===== config.mk =====
export PLATFORM = sky130hd
export DESIGN_NAME = cmm_ctrl
export DESIGN_NICKNAME = d
export VERILOG_FILES = /design/src/sv/cmm_pkg.sv /design/src/sv/cmm_ctrl.sv
export SDC_FILE = /design/constraint.sdc
export NUM_CORES = 1
export LEC_CHECK = 0
export BUFFER_PORTS_ARGS = -buffer_cell sky130_fd_sc_hd__clkbuf_2
export CORE_AREA = 2 2 39 41
export CTS_BUF_LIST = sky130_fd_sc_hd__clkbuf_8
export CTS_CLUSTER_SIZE = 16
export DETAILED_ROUTE_END_ITERATION = 10
export DIE_AREA = 0 0 41 43
export PLACE_DENSITY = 0.67
export SETUP_SLACK_MARGIN = 0.1
export SYNTH_ARGS = -nofsm -noshare
export SYNTH_HDL_FRONTEND = slang
export SYNTH_SLANG_ARGS = --single-unit

===== constraint.sdc =====
create_clock -name i_clk -period 1.65 [get_ports i_clk]
set_clock_uncertainty 0.15 [all_clocks]
set_input_delay 0.165 -clock i_clk [delete_from_list [all_inputs] [get_ports i_clk]]
set_output_delay 0.165 -clock i_clk [all_outputs]
set_load 0.02 [all_outputs]

===== src/sv/cmm_pkg.sv =====
package cmm_pkg;

    localparam int CountWidth = 24;
    localparam int LabelWidth = 16;
    localparam int FracBits   = 16;
    localparam int RatioWidth = FracBits + 1;
    localparam int MccWidth   = FracBits + 2;
    // numerator and denominator widths for the shared divider
    localparam int NumWidth   = CountWidth + 3 + FracBits;
    localparam int DenWidth   = CountWidth + 3;
    localparam int ProdWidth  = 2 * CountWidth;
    localparam int FacWidth   = CountWidth + 1;
    localparam int DenAWidth  = 2 * FacWidth;
    localparam int DenBWidth  = 4 * FacWidth;
    localparam int SqCandWidth = 2 * ProdWidth;
    localparam int RemWidth   = DenBWidth + 1;
    localparam int MqWidth    = 2 * FracBits + 1;
    localparam int SqWidth    = 2 * (FracBits + 1);

    localparam int RatioCount = 6;
    localparam int RatioIdxW  = $clog2(RatioCount);
    localparam int DivStepW   = $clog2(NumWidth + 1);
    localparam int SrchStepW  = $clog2(FracBits + 2);
    localparam int MulStepW   = $clog2(DenAWidth);
    localparam int MdivStepW  = $clog2(MqWidth);

    // ratio slots
    localparam logic [RatioIdxW-1:0] RatSens = RatioIdxW'(0);
    localparam logic [RatioIdxW-1:0] RatSpec = RatioIdxW'(1);
    localparam logic [RatioIdxW-1:0] RatPrec = RatioIdxW'(2);
    localparam logic [RatioIdxW-1:0] RatNpv  = RatioIdxW'(3);
    localparam logic [RatioIdxW-1:0] RatF1   = RatioIdxW'(4);
    localparam logic [RatioIdxW-1:0] RatMiss = RatioIdxW'(5);

    typedef enum logic [3:0] {
        OP_NONE,
        OP_LOAD_RATIO,
        OP_DIV_STEP,
        OP_STORE_RATIO,
        OP_MCC_PREP,
        OP_MCC_PREP2,
        OP_MUL_STEP,
        OP_MDIV_STEP,
        OP_SRCH_STEP,
        OP_DONE
    } t_op;

    typedef struct packed {
        t_op                  op;
        logic [RatioIdxW-1:0] idx;
    } t_cmd;

    typedef struct packed {
        logic div_last;
        logic mul_last;
        logic mdiv_last;
        logic srch_last;
    } t_status;

endpackage


===== src/sv/cmm_ctrl.sv =====
module cmm_ctrl
    import cmm_pkg::*;
(
    input  logic    i_clk,
    input  logic    i_rst_n,
    input  logic    i_accept,
    input  logic    i_last,
    input  t_status i_status,
    output t_cmd    o_cmd,
    output logic    o_busy,
    output logic    o_clear,
    output logic    o_done
);

    typedef enum logic [3:0] {
        S_IDLE, S_LOAD, S_DIV, S_STORE, S_PREP, S_PREP2, S_MUL, S_MDIV, S_SRCH, S_OUT
    } t_state;

    t_state               r_state, n_state;
    logic [RatioIdxW-1:0] r_idx, n_idx;

    always_comb begin
        n_state = r_state;
        n_idx   = r_idx;
        o_cmd   = '{op: OP_NONE, idx: r_idx};
        unique case (r_state)
            S_IDLE: begin
                if (i_accept && i_last) begin
                    n_state = S_LOAD;
                    n_idx   = '0;
                end
            end
            S_LOAD: begin
                o_cmd.op = OP_LOAD_RATIO;
                n_state  = S_DIV;
            end
            S_DIV: begin
                o_cmd.op = OP_DIV_STEP;
                if (i_status.div_last) n_state = S_STORE;
            end
            S_STORE: begin
                o_cmd.op = OP_STORE_RATIO;
                if (r_idx == RatioIdxW'(RatioCount - 1)) begin
                    n_state = S_PREP;
                end else begin
                    n_idx   = r_idx + 1'b1;
                    n_state = S_LOAD;
                end
            end
            S_PREP: begin
                o_cmd.op = OP_MCC_PREP;
                n_state  = S_PREP2;
            end
            S_PREP2: begin
                o_cmd.op = OP_MCC_PREP2;
                n_state  = S_MUL;
            end
            S_MUL: begin
                o_cmd.op = OP_MUL_STEP;
                if (i_status.mul_last) n_state = S_MDIV;
            end
            S_MDIV: begin
                o_cmd.op = OP_MDIV_STEP;
                if (i_status.mdiv_last) n_state = S_SRCH;
            end
            S_SRCH: begin
                o_cmd.op = OP_SRCH_STEP;
                if (i_status.srch_last) begin
                    o_cmd.op = OP_NONE;
                    n_state  = S_OUT;
                end
            end
            S_OUT: begin
                o_cmd.op = OP_DONE;
                n_state  = S_IDLE;
            end
            default: n_state = S_IDLE;
        endcase
    end

    always_ff @(posedge i_clk) begin
        if (!i_rst_n) begin
            r_state <= S_IDLE;
            r_idx   <= '0;
        end else begin
            r_state <= n_state;
            r_idx   <= n_idx;
        end
    end

    assign o_busy  = (r_state != S_IDLE);
    assign o_done  = (r_state == S_OUT);
    assign o_clear = (r_state == S_OUT);

endmodule


==> results.sh, run 1 <==
export IMPL_rows=14
export IMPL_synth_distinct_cells=31
export IMPL_cts_tree="built"
export IMPL_place_area_sq_um=589
export IMPL_rsz0062_at_grt="true"
export IMPL_relSlewSlack_pct=82.9
export IMPL_tns_ns=-0.0756
export IMPL_grt_first_pass_wirelength_microns=1660
export IMPL_critPathCaptureType="flip-flop"
export IMPL_min_path_cells=2
export IMPL_setup_slack_ns=-0.0452
export IMPL_final_common_cell="clkbuf_2"
export IMPL_nNetsFinal=94
export IMPL_hold_start="i_rst_n"
export IMPL_critPathMaxFanout=3
export IMPL_drv_slew=0
export IMPL_p_leak_uw=0.000300
export IMPL_grt_usage_pct=14.4
export IMPL_ys_flop_type="dfxtp_1"
export IMPL_drtIter0Drc=9
export IMPL_clk_latency_ns=0.23
export IMPL_postCtsSetupBuffers=0
export IMPL_ant_nets=0
export IMPL_final_cell_mix="clkbuf_2 (15), nor2_1 (6), dfxtp_1 (6)"
export IMPL_cts_max_level=1
export IMPL_yosysSeqAreaShare_pct=28.6
export IMPL_grt_start_max_net_pins=13
export IMPL_drive_above_1_share_pct=42.2
export IMPL_vias=493
export IMPL_p_clk_share_pct=40.8
export IMPL_clk_path_buf_depth=2
export IMPL_netSwitchingFraction_pct=28.9
export IMPL_drt_total_wl_microns=1120
export IMPL_tightest_slew_ns=0.254
export IMPL_r2r_end="r_idx[1]$_SDFFE_PN0P_"
export IMPL_wl_per_cell_microns=11.3
export IMPL_worst_ep_arrival_time_ns=1.66
export IMPL_io_buffer_count=17
export IMPL_worstPathRequired_ns=1.62
export IMPL_min_to="r_idx[1]$_SDFFE_PN0P_"
export IMPL_switchingPower_uw=165
export IMPL_clkTransAtPathRegs_ns=0.04
export IMPL_core_area_sq_um=1380
export IMPL_status="finished with violations"
export IMPL_r2r_slack_ns=-0.05
export IMPL_die_w_microns=41
export IMPL_cts_root_buf="clkbuf_8"
export IMPL_die_h_microns=43
export IMPL_pwr_share_seq_pct=32.3
export IMPL_grt_pass1_vias=423
export IMPL_drv_cap=0
export IMPL_first_pass_iters=4
export IMPL_fin_crit_ns=1.70
export IMPL_synthCells=63
export IMPL_syn2layout_area_growth_pct=34.8
export IMPL_numCtsBuffers=3
export IMPL_utilization_pct=47.6
export IMPL_design_area_sq_um=659
export IMPL_gp_congestion=0.725
export IMPL_syn_nets=73
export IMPL_hold_violations=0
export IMPL_syn_area_sq_um=489
export IMPL_initial_core_util_pct=35.4
export IMPL_ir_drop_v=0.000586
export IMPL_pwr_share_comb_pct=27.0
export IMPL_powerDensity_nw_per_um2=864
export IMPL_ys_warn_count=0
export IMPL_ys_ff_latch=7
export IMPL_async_flop_share_pct=0
export IMPL_worstRegToRegCells=4
export IMPL_syn_avg_cell_area_sq_um=7.77
export IMPL_startpoint_type="flip-flop"
export IMPL_vias_per_cell=4.98
export IMPL_ioPinCount=18
export IMPL_antenna_cells=0
export IMPL_critical_path_class="reg2reg"
export IMPL_drc=0
export IMPL_max_freq_mhz=590
export IMPL_rr_startpoint="r_state[2]$_SDFFE_PN0P_"
export IMPL_die_area_sq_um=1760
export IMPL_period_share_pct=103
export IMPL_violations="negative setup slack"
export IMPL_intPower_uw=405
export IMPL_finalSetupViolations=2
export IMPL_clock_sinks=7
export IMPL_synth_edf_count=0
export IMPL_antenna_found_initial=0
export IMPL_min_path_type="in2reg"
export IMPL_grt_overflow=0
area by class of cell:
| cell class | count | area, sq um |
|---|---|---|
| clock buffer | 3 | 41.3 |
| timing repair buffer | 22 | 125 |
| tap | 16 | 20.0 |
| fill | 149 | 724 |
| multi-input combinational | 46 | 313 |
| sequential | 7 | 141 |
| clock inverter | 1 | 3.75 |
| inverter | 4 | 15.0 |
cells in the mapped netlist, types with 2 or more instances:
library cell | instances | area, sq um
nor4_1 | 2 | 12.5
o21a_1 | 2 | 15.0
nor2_1 | 7 | 26.3
ha_1 | 2 | 25.0
nand3_1 | 4 | 20.0
dfxtp_1 | 7 | 140
and4_1 | 2 | 17.5
clkbuf_1 | 2 | 7.51
and2b_2 | 2 | 17.5
inv_1 | 4 | 15.0
a21oi_1 | 3 | 15.0
nand2_1 | 5 | 18.8
and3_1 | 2 | 12.5
nor3_1 | 2 | 10.0
worst max-delay path: stages (launching register included):
cell and delay (ns):
dfxtp_2 0.31, or4_4 0.53, or2_4 0.28, and3_4 0.16
o21a_1 0.15
worst max path at each step:
| stage | startpoint | slack, ns | end | cells after the start |
|---|---|---|---|---|
| floorplan | r_state[1]$_SDFFE_PN0P_ | -0.13 | r_idx[0]$_SDFFE_PN0P_ | 5 |
| global placement | r_state[0]$_SDFFE_PN0P_ | -0.001 | r_idx[0]$_SDFFE_PN0P_ | 4 |
| detailed placement | r_state[0]$_SDFFE_PN0P_ | -0.04 | r_idx[0]$_SDFFE_PN0P_ | 4 |
| CTS | r_state[0]$_SDFFE_PN0P_ | -0.03 | r_idx[0]$_SDFFE_PN0P_ | 4 |
| global route | r_state[2]$_SDFFE_PN0P_ | -0.07 | r_idx[1]$_SDFFE_PN0P_ | 4 |
| finish | r_state[2]$_SDFFE_PN0P_ | -0.05 | r_idx[1]$_SDFFE_PN0P_ | 4 |
power groups by stage:
stage	Clock [uW]	Combinational [uW]	Sequential [uW]
4_1_cts	242	151	184
3_3_place_gp	0	142	186
2_1_floorplan	0	108	189
3_5_place_dp	0	145	187
6_report	232	154	184
5_1_grt	249	167	185
timing repair:
action,4_1_cts,5_1_grt
gates cloned,0,0
pin swaps,0,3
hold endpoints to repair,0,0
hold buffers,0,0
resized for setup,3,6
endpoints found under the setup margin,3,4
registers in the layout, summed over array words and instances, names as in the netlist:
register and count:
r_state 4, r_idx 3
kinds of logic after synthesis:
group | Yosys count | share of synthesized area, %
fa+ha+maj | 2 | 5.11
simple gates | 32 | 36.8
flops | 7 | 28.6
buf+inv | 10 | 12.3
compound gates | 11 | 15.1
mux | 1 | 2.05
layer usage:
metal | share of wire, % | global-route usage, % | vias up
met1 | 48 | 18.1 | 213
met3 | 6.7 | 2.09 | 2
met4 | 0.81 | 12.0 | 0
li1 | - | - | 262
met5 | 0 | 0 | -
met2 | 44 | 20.3 | 16
per-stage QoR:
stage,setup WS (ns),hold slack [ns],total power [uW],instances
floorplan,-0.129,0.132,297,63
global placement,-0.00103,0.294,329,95
detailed placement,-0.0355,0.303,331,95
CTS,-0.0260,0.0642,577,99
global route,-0.0676,0.0802,601,99
finish,-0.0452,0.0682,570,99
Power figures use the tool's default switching activity.
==> inputs of run 2 (changes only) <==
SETUP_SLACK_MARGIN = 0.3   (was 0.1)
==> results.sh, run 2 (synthesized netlist as in run 1, its figures left out) <==
export IMPL_netSwitchingFraction_pct=30.0
export IMPL_r2r_slack_ns=0.009
export IMPL_syn2layout_area_growth_pct=86.4
export IMPL_p_leak_uw=0.000397
export IMPL_worstRegToRegCells=4
export IMPL_core_area_sq_um=1380
export IMPL_rr_startpoint="r_state[0]$_SDFFE_PN0P_"
export IMPL_clk_latency_ns=0.22
export IMPL_rows=14
export IMPL_cts_max_level=1
export IMPL_vias=600
export IMPL_fin_crit_ns=1.64
export IMPL_drc=0
export IMPL_finalSetupViolations=0
export IMPL_critPathCaptureType="flip-flop"
export IMPL_seq_area_sq_um=145
export IMPL_nNetsFinal=105
export IMPL_min_path_type="in2reg"
export IMPL_utilization_pct=65.9
export IMPL_path_delay_family="simple AND/OR/NAND/NOR gates"
export IMPL_die_w_microns=41
export IMPL_tightest_slew_ns=0.260
export IMPL_multiInputGateArea_sq_um=397
export IMPL_antenna_cells=0
export IMPL_instances_no_fill=110
export IMPL_final_fill_count=112
export IMPL_min_to="r_idx[1]$_SDFFE_PN0P_"
export IMPL_antenna_found_initial=0
export IMPL_grt_start_max_net_pins=13
export IMPL_crit_slowest_cell="or4_4"
export IMPL_final_common_cell="clkbuf_2"
export IMPL_die_area_sq_um=1760
export IMPL_powerDensity_nw_per_um2=696
export IMPL_pwr_share_seq_pct=29.2
export IMPL_clk_path_buf_depth=2
export IMPL_cts_tree="built"
export IMPL_worst_ep_arrival_time_ns=1.60
export IMPL_grt_overflow=0
export IMPL_cts_root_buf="clkbuf_8"
export IMPL_period_share_pct=99.5
export IMPL_worstPathRequired_ns=1.61
export IMPL_relSlewSlack_pct=82.5
export IMPL_drt_total_wl_microns=1540
export IMPL_die_h_microns=43
export IMPL_ioPinCount=18
export IMPL_critPathMaxFanout=3
export IMPL_max_freq_mhz=609
export IMPL_intPower_uw=445
export IMPL_largest_register_ffs=4
export IMPL_ant_nets=0
export IMPL_grt_usage_pct=18.8
export IMPL_vias_per_cell=5.45
export IMPL_drv_slew=0
export IMPL_ir_drop_v=0.000667
export IMPL_switchingPower_uw=190
export IMPL_path_cells="or4_4 > or2_4 > and3_1 > o21a_1"
export IMPL_rsz0062_at_grt="true"
export IMPL_drtIter0Drc=4
export IMPL_status="completed"
export IMPL_path_buf_inv=0
export IMPL_gp_congestion=0.713
export IMPL_cp_slowest_stage_delay_ns=0.53
export IMPL_grt_pass1_vias=581
export IMPL_min_path_cells=2
export IMPL_place_hpwl_microns=862
export IMPL_clkTransAtPathRegs_ns=0.04
export IMPL_clock_sinks=7
export IMPL_hold_violations=0
export IMPL_wl_per_cell_microns=14.0
export IMPL_critical_path_class="reg2reg"
export IMPL_place_area_sq_um=597
export IMPL_cts_hold_buf=0
export IMPL_design_area_sq_um=912
export IMPL_top_register="r_state"
export IMPL_startpoint_type="flip-flop"
export IMPL_first_pass_iters=4
export IMPL_p_clk_share_pct=35.0
export IMPL_io_buffer_count=17
export IMPL_grt_first_pass_wirelength_microns=2260
export IMPL_biggestRegsByFlops="r_state: 4 flops, r_idx: 3 flops"
export IMPL_drv_cap=0
export IMPL_hold_start="i_rst_n"
export IMPL_dp_cells=95
export IMPL_initial_core_util_pct=35.4
export IMPL_final_cell_mix="clkbuf_2 (10), buf_6 (9), buf_4 (8)"
export IMPL_drive_above_1_share_pct=66.0
export IMPL_pwr_share_comb_pct=35.8
export IMPL_numCtsBuffers=3
export IMPL_r2r_end="r_idx[1]$_SDFFE_PN0P_"
run 2: repair_timing:
item / CTS / global route
endpoints found under the setup margin: 12 / 13
gates resized for setup: 28 / 22
pin swaps: 7 / 4
gates cloned: 0 / 0
buffers inserted: 9 / 2
run 2: worst max path at each step:
stage | startpoint | end | slack, ns | cells past startpoint
6_report | r_state[0]$_SDFFE_PN0P_ | r_idx[1]$_SDFFE_PN0P_ | 0.009 | 4
5_1_grt | r_state[0]$_SDFFE_PN0P_ | r_idx[1]$_SDFFE_PN0P_ | -0.02 | 4
4_1_cts | r_state[0]$_SDFFE_PN0P_ | r_idx[0]$_SDFFE_PN0P_ | -0.01 | 4
3_5_place_dp | r_state[0]$_SDFFE_PN0P_ | r_idx[0]$_SDFFE_PN0P_ | -0.03 | 4
3_3_place_gp | r_state[0]$_SDFFE_PN0P_ | r_idx[0]$_SDFFE_PN0P_ | 0.009 | 4
2_1_floorplan | r_state[1]$_SDFFE_PN0P_ | r_idx[0]$_SDFFE_PN0P_ | -0.13 | 5
run 2: cell type report:
class	count	share of cell area [%]
Tap cell	16	2.19
Inverter	4	1.65
Sequential cell	7	15.9
Timing Repair Buffer	33	31.8
Clock buffer	3	4.53
Multi-Input combinational cell	46	43.5
Clock inverter	1	0.412
run 2: stage by stage:
| step | setup slack [ns] | hold slack (ns) | setup TNS [ns] | power (uW) |
|---|---|---|---|---|
| 3_5_place_dp | -0.0288 | 0.292 | -0.0410 | 330 |
| 3_3_place_gp | 0.00881 | 0.286 | 0 | 330 |
| 5_1_grt | -0.0243 | 0.0740 | -0.0409 | 669 |
| 2_1_floorplan | -0.129 | 0.132 | -0.246 | 299 |
| 4_1_cts | -0.0146 | 0.0569 | -0.0282 | 604 |
| 6_report | 0.00876 | 0.0666 | 0 | 635 |
run 2: power groups by stage:
stage	logic, uW	clock network [uW]	registers [uW]
2_1_floorplan	110	0	189
3_3_place_gp	144	0	186
3_5_place_dp	144	0	186
4_1_cts	188	231	185
5_1_grt	242	242	186
6_report	228	222	185
run 2: metal layers:
metal	vias to the layer above	wire [microns]	track usage [%]
met2	26	857	30.0
met4	0	27	13.3
li1	283	-	-
met5	-	0	0
met3	4	62	3.14
met1	287	592	21.0
==> inputs of run 3 (changes only) <==
REMOVE_ABC_BUFFERS = 1   (was not set)
==> results.sh, run 3 (synthesized netlist as in run 1, its figures left out) <==
export IMPL_rsz0062_at_grt="true"
export IMPL_grt_start_max_net_pins=13
export IMPL_tns_ns=-0.0385
export IMPL_cp_slowest_stage_delay_ns=0.31
export IMPL_startpoint_type="flip-flop"
export IMPL_design_area_sq_um=921
export IMPL_instances_no_fill=115
export IMPL_top_register="r_state"
export IMPL_cts_hold_buf=0
export IMPL_place_hpwl_microns=877
export IMPL_final_common_cell="buf_4"
export IMPL_min_path_type="in2reg"
export IMPL_powerDensity_nw_per_um2=757
export IMPL_tightest_slew_ns=0.317
export IMPL_ir_drop_v=0.000463
export IMPL_path_cells="buf_4 > buf_6 > and2b_2 > nand3_1 > and3_4 > o21a_1"
export IMPL_grt_overflow=0
export IMPL_die_h_microns=43
export IMPL_wl_per_cell_microns=17.5
export IMPL_ioPinCount=18
export IMPL_setup_slack_ns=-0.0194
export IMPL_numCtsBuffers=3
export IMPL_clkTransAtPathRegs_ns=0.04
export IMPL_rows=14
export IMPL_clk_latency_ns=0.24
export IMPL_place_ws_ns=-0.0494
export IMPL_cts_root_buf="clkbuf_8"
export IMPL_drv_cap=0
export IMPL_crit_slowest_cell="dfxtp_2"
export IMPL_biggestRegsByFlops="r_state: 4 flops, r_idx: 3 flops"
export IMPL_drtIter0Drc=17
export IMPL_antenna_found_initial=0
export IMPL_path_delay_family="simple AND/OR/NAND/NOR gates"
export IMPL_critical_path_class="reg2reg"
export IMPL_drt_total_wl_microns=2010
export IMPL_syn2layout_area_growth_pct=88.2
export IMPL_grt_pass1_vias=570
export IMPL_drive_above_1_share_pct=65.7
export IMPL_initial_core_util_pct=35.4
export IMPL_antenna_cells=0
export IMPL_die_w_microns=41
export IMPL_vias_per_cell=5.50
export IMPL_io_buffer_count=17
export IMPL_grt_met1_usage_pct=23.5
export IMPL_nNetsFinal=110
export IMPL_drv_slew=0
export IMPL_critPathCaptureType="flip-flop"
export IMPL_final_cell_mix="buf_4 (14), clkbuf_2 (10), buf_6 (10)"
export IMPL_worst_ep_arrival_time_ns=1.65
export IMPL_vias=632
export IMPL_period_share_pct=101
export IMPL_die_area_sq_um=1760
export IMPL_finalSetupViolations=3
export IMPL_drc=0
export IMPL_hold_violations=0
export IMPL_place_area_sq_um=594
export IMPL_cts_max_level=1
export IMPL_largest_register_ffs=4
export IMPL_max_freq_mhz=599
export IMPL_fin_crit_ns=1.67
export IMPL_dp_cells=96
export IMPL_grt_usage_pct=20.9
export IMPL_cts_tree="built"
export IMPL_relSlewSlack_pct=78.7
export IMPL_clock_sinks=7
export IMPL_ant_nets=0
export IMPL_clk_path_buf_depth=2
export IMPL_worstPathRequired_ns=1.63
export IMPL_status="finished with violations"
export IMPL_first_pass_iters=4
export IMPL_grt_busiest_layer="met2"
export IMPL_grt_first_pass_wirelength_microns=2430
export IMPL_core_area_sq_um=1380
export IMPL_gp_congestion=0.797
export IMPL_path_buf_inv=2
export IMPL_violations="negative setup slack"
export IMPL_final_fill_count=110
export IMPL_grtUsageMet2_pct=34.7
export IMPL_met3_usage_pct=6.28
export IMPL_p_leak_uw=0.000410
export IMPL_critPathMaxFanout=5
[run 3: cell types whose count changed in the layout (fill, tap and decap cells not counted), moves of 2 or more]
cell      before  now
buf_4          8   14
clkbuf_8       6    3
nand3_1        0    3
nand3_2        3    1
[run 3: final timing paths]
kind,startpoint,endpoint,slack (ns),depth (start not counted)
worst max-delay path,r_state[3]$_SDFFE_PN0P_,r_idx[0]$_SDFFE_PN0P_,-0.02,6
worst min-delay path,i_rst_n,r_idx[1]$_SDFFE_PN0P_,0.07,2
worst max register to register,r_state[3]$_SDFFE_PN0P_,r_idx[0]$_SDFFE_PN0P_,-0.02,6
worst min register to register,r_idx[2]$_SDFFE_PN0P_,r_idx[2]$_SDFFE_PN0P_,0.41,2
[run 3: per-stage QoR]
stage                     hold WS, ns  power [uW]  util, %
after global routing           0.0832         718     66.5
after CTS                      0.0566         628     57.5
after detailed placement        0.303         328     42.9
after global placement          0.302         327     42.9
final                          0.0714         697     66.5
after floorplan                 0.132         276        -
[run 3: timing repair]
action / in CTS / in global routing
pin swaps: 10 / 5
buffers inserted: 11 / 4
cloned: 0 / 0
endpoints found under the setup margin: 12 / 13
gates resized for setup: 21 / 29
[run 3: where the power goes]
group	internal [uW]	switching [uW]
clock	162	87.2
sequential	180	6.88
combinational	130	131
[run 3: layer usage]
| metal | wire [microns] | up-vias |
|---|---|---|
| li1 | - | 294 |
| met3 | 114 | 8 |
| met4 | 62 | 0 |
| met2 | 1050 | 32 |
| met5 | 0 | - |
| met1 | 790 | 298 |
[run 3: cell type report]
cell class | instances | area (sq um) | share of cell area [%]
inverters | 4 | 18.8 | 2.04
flip-flops and latches | 7 | 144 | 15.6
repair buffers | 38 | 320 | 34.8
well taps | 16 | 20.0 | 2.17
clock buffers | 3 | 41.3 | 4.48
multi-input cells | 46 | 373 | 40.5
clock inverters | 1 | 3.75 | 0.408
